`src/rtl/core/tksl_pkg.sv`:
```
// Shared constants for the two-key successor lookup block.
package tksl_pkg;

  // Field widths
  localparam int PORT_W  = 16;
  localparam int ASSOC_W = 32;
  localparam int KEY_W   = PORT_W + ASSOC_W;

  // Default table depth
  localparam int MAX_ENTRIES_DEF = 64;

  // Item opcodes
  localparam logic [1:0] OP_CLEAR  = 2'd0;
  localparam logic [1:0] OP_APPEND = 2'd1;
  localparam logic [1:0] OP_EXACT  = 2'd2;
  localparam logic [1:0] OP_NEXT   = 2'd3;

  // Key length codes
  localparam logic [1:0] LEN_NONE = 2'd0;
  localparam logic [1:0] LEN_PORT = 2'd1;
  localparam logic [1:0] LEN_PAIR = 2'd2;

  typedef logic [KEY_W-1:0] key_t;

endpackage

```
`src/rtl/core/tksl_ram.sv`:
```
// Generic single-write, single-read RAM with registered read data.
module tksl_ram #(
  parameter int WIDTH = 8,
  parameter int DEPTH = 16,
  parameter int AW    = (DEPTH > 1) ? $clog2(DEPTH) : 1
) (
  input  logic             clk,
  input  logic             we,
  input  logic [AW-1:0]    waddr,
  input  logic [WIDTH-1:0] wdata,
  input  logic [AW-1:0]    raddr,
  output logic [WIDTH-1:0] rdata
);

  logic [WIDTH-1:0] mem [DEPTH];

  // Write port
  always_ff @(posedge clk) begin
    if (we) begin
      mem[waddr] <= wdata;
    end
  end

  // Registered read port
  always_ff @(posedge clk) begin
    rdata <= mem[raddr];
  end

endmodule

```
`src/rtl/core/two_key_successor_lookup_top.sv`:
```
// Top level of the two-key successor lookup: table RAM, scan sequencer, result register.
// Clear and append do not raise busy; the next item may follow at once.
// A query raises busy while the sequencer reads each stored entry in turn; on an empty table or a key that
// cannot match no entry is read. The registered result strobe comes as busy drops.
// Queries do not overlap: start is ignored while busy, and each scan does one RAM read per stored entry.
// Synchronous reset empties the table (count to zero); RAM contents are not cleared.
module two_key_successor_lookup_top
  import tksl_pkg::*;
#(
  parameter int MAX_ENTRIES = MAX_ENTRIES_DEF
) (
  input  logic               clk,
  input  logic               rst_n,
  input  logic               start,
  output logic               busy,
  input  logic [1:0]         in_opcode,
  input  logic [PORT_W-1:0]  in_key_port,
  input  logic [ASSOC_W-1:0] in_key_assoc,
  input  logic [1:0]         in_key_len,
  output logic               out_valid,
  output logic               out_found,
  output logic [PORT_W-1:0]  out_match_port,
  output logic [ASSOC_W-1:0] out_match_assoc
);

  localparam int AW = (MAX_ENTRIES > 1) ? $clog2(MAX_ENTRIES) : 1;
  localparam int CW = $clog2(MAX_ENTRIES + 1);

  localparam logic ST_IDLE = 1'b0;
  localparam logic ST_SCAN = 1'b1;

  logic          state_r, state_nxt;
  logic [CW-1:0] cnt_r, cnt_nxt;
  logic [CW-1:0] idx_r, idx_nxt;
  logic          pend_r, pend_nxt;
  logic          have_r, have_nxt;
  logic          exact_r, exact_nxt;
  logic          none_r, none_nxt;
  key_t          start_r, start_nxt;
  key_t          best_r, best_nxt;

  logic               out_valid_r, out_valid_nxt;
  logic               out_found_r, out_found_nxt;
  logic [PORT_W-1:0]  out_port_r, out_port_nxt;
  logic [ASSOC_W-1:0] out_assoc_r, out_assoc_nxt;

  logic          accept;
  logic [1:0]    len_sat;
  logic [KEY_W:0] pair_inc;
  logic          ram_we;
  logic [AW-1:0] ram_raddr;
  key_t          ram_rdata;
  logic          issue;
  logic          hit;

  assign accept = start && (state_r == ST_IDLE);
  assign busy   = (state_r != ST_IDLE);

  // Key length saturates at two parts
  assign len_sat  = (in_key_len > LEN_PAIR) ? LEN_PAIR : in_key_len;
  assign pair_inc = {1'b0, in_key_port, in_key_assoc} + {{KEY_W{1'b0}}, 1'b1};

  // Append writes at the fill count; read data is used only while scanning, so no overlap
  assign ram_we    = accept && (in_opcode == OP_APPEND) && (cnt_r < CW'(MAX_ENTRIES));
  assign ram_raddr = idx_r[AW-1:0];

  tksl_ram #(
    .WIDTH (KEY_W),
    .DEPTH (MAX_ENTRIES)
  ) u_table (
    .clk   (clk),
    .we    (ram_we),
    .waddr (cnt_r[AW-1:0]),
    .wdata ({in_key_port, in_key_assoc}),
    .raddr (ram_raddr),
    .rdata (ram_rdata)
  );

  // Scan issues one read per stored entry unless the query cannot match
  assign issue = (state_r == ST_SCAN) && !none_r && (idx_r < cnt_r);
  assign hit   = have_r && (!exact_r || (best_r == start_r));

  // Sequencer
  always_comb begin
    state_nxt     = state_r;
    cnt_nxt       = cnt_r;
    idx_nxt       = idx_r;
    pend_nxt      = 1'b0;
    have_nxt      = have_r;
    exact_nxt     = exact_r;
    none_nxt      = none_r;
    start_nxt     = start_r;
    best_nxt      = best_r;
    out_valid_nxt = 1'b0;
    out_found_nxt = out_found_r;
    out_port_nxt  = out_port_r;
    out_assoc_nxt = out_assoc_r;

    unique case (state_r)
      ST_IDLE: begin
        if (accept) begin
          unique case (in_opcode)
            OP_CLEAR: begin
              cnt_nxt = '0;
            end
            OP_APPEND: begin
              if (ram_we) begin
                cnt_nxt = cnt_r + CW'(1);
              end
            end
            OP_EXACT: begin
              state_nxt = ST_SCAN;
              idx_nxt   = '0;
              have_nxt  = 1'b0;
              exact_nxt = 1'b1;
              start_nxt = {in_key_port, in_key_assoc};
              none_nxt  = (len_sat != LEN_PAIR);
            end
            OP_NEXT: begin
              state_nxt = ST_SCAN;
              idx_nxt   = '0;
              have_nxt  = 1'b0;
              exact_nxt = 1'b0;
              none_nxt  = 1'b0;
              unique case (len_sat)
                LEN_NONE: start_nxt = '0;
                LEN_PORT: start_nxt = {in_key_port, {ASSOC_W{1'b0}}};
                default: begin
                  // Past the largest pair nothing can follow
                  start_nxt = pair_inc[KEY_W-1:0];
                  none_nxt  = pair_inc[KEY_W];
                end
              endcase
            end
            default: ;
          endcase
        end
      end
      ST_SCAN: begin
        if (issue) begin
          idx_nxt  = idx_r + CW'(1);
          pend_nxt = 1'b1;
        end
        // Keep the least entry at or above the start point
        if (pend_r && (ram_rdata >= start_r) && (!have_r || (ram_rdata < best_r))) begin
          best_nxt = ram_rdata;
          have_nxt = 1'b1;
        end
        if (!issue && !pend_r) begin
          state_nxt     = ST_IDLE;
          out_valid_nxt = 1'b1;
          out_found_nxt = hit;
          out_port_nxt  = hit ? best_r[KEY_W-1:ASSOC_W] : '0;
          out_assoc_nxt = hit ? best_r[ASSOC_W-1:0] : '0;
        end
      end
      default: state_nxt = ST_IDLE;
    endcase
  end

  // Control registers
  always_ff @(posedge clk) begin
    if (!rst_n) begin
      state_r     <= ST_IDLE;
      cnt_r       <= '0;
      pend_r      <= 1'b0;
      out_valid_r <= 1'b0;
    end else begin
      state_r     <= state_nxt;
      cnt_r       <= cnt_nxt;
      pend_r      <= pend_nxt;
      out_valid_r <= out_valid_nxt;
    end
  end

  // Datapath registers
  always_ff @(posedge clk) begin
    idx_r       <= idx_nxt;
    have_r      <= have_nxt;
    exact_r     <= exact_nxt;
    none_r      <= none_nxt;
    start_r     <= start_nxt;
    best_r      <= best_nxt;
    out_found_r <= out_found_nxt;
    out_port_r  <= out_port_nxt;
    out_assoc_r <= out_assoc_nxt;
  end

  assign out_valid       = out_valid_r;
  assign out_found       = out_found_r;
  assign out_match_port  = out_port_r;
  assign out_match_assoc = out_assoc_r;

  // Checks
  a_fill_bound: assert property (@(posedge clk) disable iff (!rst_n)
    cnt_r <= CW'(MAX_ENTRIES))
    else $error("fill count beyond table depth");

  a_result_idle: assert property (@(posedge clk) disable iff (!rst_n)
    out_valid |-> !busy)
    else $error("result strobe while still scanning");

  a_query_busy: assert property (@(posedge clk) disable iff (!rst_n)
    (start && !busy && ((in_opcode == OP_EXACT) || (in_opcode == OP_NEXT))) |=> busy)
    else $error("query accepted without starting a scan");

  a_table_op_quiet: assert property (@(posedge clk) disable iff (!rst_n)
    (start && !busy && ((in_opcode == OP_CLEAR) || (in_opcode == OP_APPEND)))
      |=> (!busy && !out_valid))
    else $error("clear or append produced activity");

  a_miss_zero: assert property (@(posedge clk) disable iff (!rst_n)
    (out_valid && !out_found) |-> ((out_match_port == '0) && (out_match_assoc == '0)))
    else $error("miss result carries nonzero key");

endmodule
```
`config.mk`:
```
export PLATFORM = sky130hd
export DESIGN_NAME = two_key_successor_lookup_top
export DESIGN_NICKNAME = d
export VERILOG_FILES = /design/src/rtl/core/tksl_pkg.sv /design/src/rtl/core/tksl_ram.sv /design/src/rtl/core/two_key_successor_lookup_top.sv
export SDC_FILE = /design/constraint.sdc
export NUM_CORES = 2
export LEC_CHECK = 0
export ABC_AREA = 1
export BUFFER_PORTS_ARGS = -buffer_cell sky130_fd_sc_hd__clkbuf_2
export CORE_MARGIN = 3
export CORE_UTILIZATION = 28
export CTS_CLUSTER_DIAMETER = 120
export DETAILED_ROUTE_END_ITERATION = 10
export PLACE_DENSITY = 0.53
export SLEW_MARGIN = 20
export SYNTH_ARGS = -nofsm -noshare
export SYNTH_HDL_FRONTEND = slang
export SYNTH_HIERARCHICAL = 1
export SYNTH_SLANG_ARGS = --single-unit
```
`constraint.sdc`:
```
create_clock -name clk -period 10.2 [get_ports clk]
set_input_delay 1.53 -clock clk [delete_from_list [all_inputs] [get_ports clk]]
set_output_delay 1.53 -clock clk [all_outputs]
set_load 0.02 [all_outputs]
```
==> results.py <==
metrics = {
    "cts": {
        "root_buffer": "clkbuf_16",
        "cts.reportedPaths.clkPinSlew_ns": 0.06,
        "hold_buffers": 0,
        "cts_buffers": 357,
        "htreeDepth": 5,
        "cts_tree": "built",
        "cts_max_path_buffers": 4,
        "post_cts_resize_count": 0,
        "clock_latency_ns": 0.95,
        "post_cts_buffers": 0,
        "clock-sinks": 3285,
    },
    "timing": {
        "setup_viol": 0,
        "rsz0062_at_grt": "false",
        "finalHoldViolCount": 0,
        "setup-tns-final_ns": 0,
        "fmax_mhz": 216,
        "slew_headroom_pct": 20.7,
        "tightestPinTransition_ns": 1.19,
        "drv_slew": 0,
        "period_needed_ns": 4.64,
        "skew_ns": 0.0539,
        "finalCritPeriodShare_pct": 45.5,
    },
    "synth": {
        "yosysWarnings": 6,
        "yosysMostFrequentCell": "nand2_1",
        "netlist_area_mm2": 0.135,
        "yosys-top-cells-area": "edfxtp_1, nand3_1, nand2_1",
        "synth-edff-count": 3227,
        "yosys-top-cells-count": "nand2_1, edfxtp_1, nand3_1, buf_2, inv_1",
        "syn_inst": 11300,
        "synth_cell_types": 51,
        "syn_nets": 11500,
        "ys_async_sr_fraction_pct": 0,
        "yosysTopAreaCell": "edfxtp_1",
        "synth_seq_cells": 3285,
        "synth_seq_area_share_pct": 72.7,
        "synth_top_area_share_pct": 71.9,
        "avgSynthCellArea_um2": 11.9,
        "synthFlopType": "edfxtp_1",
    },
    "setup_path": {
        "cp.arrival_ns": 5.54,
        "slowest_delay_ns": 0.71,
        "cp.required_ns": 11.10,
        "timing.critical_path.buf_inv": 4,
        "crit_start": "idx_r[0]$_SDFFCE_PN0P_",
        "cpLargestDelayFamily": "buffers and inverters",
        "r2r_start": "idx_r[0]$_SDFFCE_PN0P_",
        "critPathCaptureType": "flop",
        "crit_slowest_cell": "buf_4",
        "path_cells": "buf_12, buf_4, buf_4, buf_12, nand2_1, nand3_1, nand3_1, nand3_1, nand3_1, nand2_1, nand2_1, nand2_1",
        "cp_max_fo": 157,
        "crit_type": "reg2reg",
        "critPathLaunchType": "flop",
    },
    "final_layout": {
        "drive_gt1_share_pct": 8.63,
        "multi_input_area_mm2": 0.0325,
        "area_growth_syn_to_layout_pct": 14.3,
        "n_fill_cell": 47800,
        "layoutNonFillerInstCount": 18100,
        "final-seq-area_mm2": 0.0981,
        "fin_nets": 11600,
    },
    "power": {
        "ir_worst_vdd_mv": 0.147,
        "power_leakage_uw": 0.0542,
        "p_per_area_mw_per_mm2": 192,
    },
    "detailed_routing": {
        "drtIter0Drc": 10600,
        "viasPerCell": 4.93,
        "vias": 89300,
        "drt_pass1_iterations": 6,
        "drt-total-wl_um": 448000,
        "antenna_left": 0,
        "post_drt_wl_per_cell_um": 24.7,
        "drc": 0,
    },
    "global_route": {
        "grt_max_degree": 166,
        "grt_antenna_before_repair": 32,
        "track_usage_pct": 17.6,
        "grt_pass1_wl_um": 633000,
        "grt_pass1_vias": 83500,
        "gr-total-overflow": 0,
    },
    "placed_design": {
        "io_buffers": 105,
        "placed_cells": 17400,
        "hpwl_um": 255000,
        "gp_congestion": 0.848,
    },
    "run": {
        "max_cap_viol_count": 0,
    },
    "die": {
        "die_h_um": 700,
        "rows": 254,
        "core_area_mm2": 0.479,
        "top_level_ports": 106,
        "dieArea_mm2": 0.490,
        "start_util_pct": 28.1,
        "die_w_um": 700,
    },
    "status": {
        "status": "finished, final reports clean",
    },
    "min_path": {
        "worstHoldPathType": "reg2reg",
        "hold_path_startpoint": "u_table/rdata[0]$_DFF_P_",
    },
}
[flip-flops by register name (all words and copies together), names as in the netlist]
signal,flops
best_r,48
busy,1
cnt_r,7
exact_r,1
have_r,1
idx_r,7
none_r,1
out_found,1
out_match_assoc,32
out_match_port,16
out_valid,1
pend_r,1
start_r,48
u_table/mem,3072
u_table/rdata,48
[layer usage]
layer | global-route usage [%] | vias to the layer above | part of all wire, %
li1 | - | 40300 | -
met1 | 24.5 | 44600 | 42
met2 | 28.1 | 3731 | 46
met3 | 2.74 | 631 | 7.9
met4 | 6.14 | 8 | 3.6
met5 | 0 | - | 0.015
[placed cells by master (no fill, tap or decap), drive strengths merged, types with 2 or more instances in the layout]
cell	n
buf	279
and2	2
nand3	2901
o21ai	46
nand4	42
xnor2	24
o221ai	2
nor3	27
edfxtp	3227
clkbuf	590
dfxtp	58
nand3b	2
o21bai	2
o21a	10
or2	2
ha	104
clkinvlp	7
nor2	220
inv	249
bufinv	28
nor3b	5
a31oi	5
a211oi	3
a21o	4
nand2	3645
clkinv	128
diode	13
a21oi	67
nor4	16
[final timing paths]
| path | end | slack (ns) | cells after the start |
|---|---|---|---|
| max | u_table/rdata[10]$_DFF_P_ | 5.56 | 12 |
| min | best_r[0]$_DFFE_PP_ | 0.45 | 0 |
| max reg2reg | u_table/rdata[10]$_DFF_P_ | 5.56 | 12 |
| min reg2reg | best_r[0]$_DFFE_PP_ | 0.45 | 0 |
[report_power, final]
group / switching (µW) / total (µW) / internal, µW / leakage (µW)
clock: 5450 / 12900 / 7480 / 0.00570
combinational: 1350 / 1740 / 391 / 0.0189
sequential: 83.5 / 15000 / 14900 / 0.0295
[logic make-up after synthesis]
family	count (synthesis)	synth area share (%)
AOI/OAI and AO/OA	143	0.588
xor gates and xnor gates	25	0.162
adders and majority gates	104	0.965
buffers and inverters	923	3.52
DFF	3285	72.7
and+or+nand+nor	6862	22.0
[through the flow]
| step | hold slack, ns | worst slack [ns] | instance area [µm²] | power, µW | utilization, % |
|---|---|---|---|---|---|
| CTS | 0.449 | 5.60 | 154000 | 29800 | 32.2 |
| global placement | 0.417 | 4.22 | 142000 | 17000 | 29.7 |
| floorplan | 0.408 | 2.68 | 135000 | 16100 | - |
| global route | 0.473 | 5.34 | 154000 | 30500 | 32.2 |
| finish | 0.450 | 5.56 | 154000 | 29600 | 32.2 |
| detailed placement | 0.436 | 4.64 | 143000 | 17000 | 29.7 |
[final cells by class]
cell class / instances / share of cell area, %
sequential: 3285 / 63.6
multi-input combinational: 7134 / 21.1
clock buffer: 486 / 6.36
tap: 6400 / 5.19
timing repair buffer: 383 / 1.94
clock inverter: 175 / 1.17
inverter: 237 / 0.607
antenna: 13 / 0.0211
No activity file was read; power rests on OpenSTA's default activity.
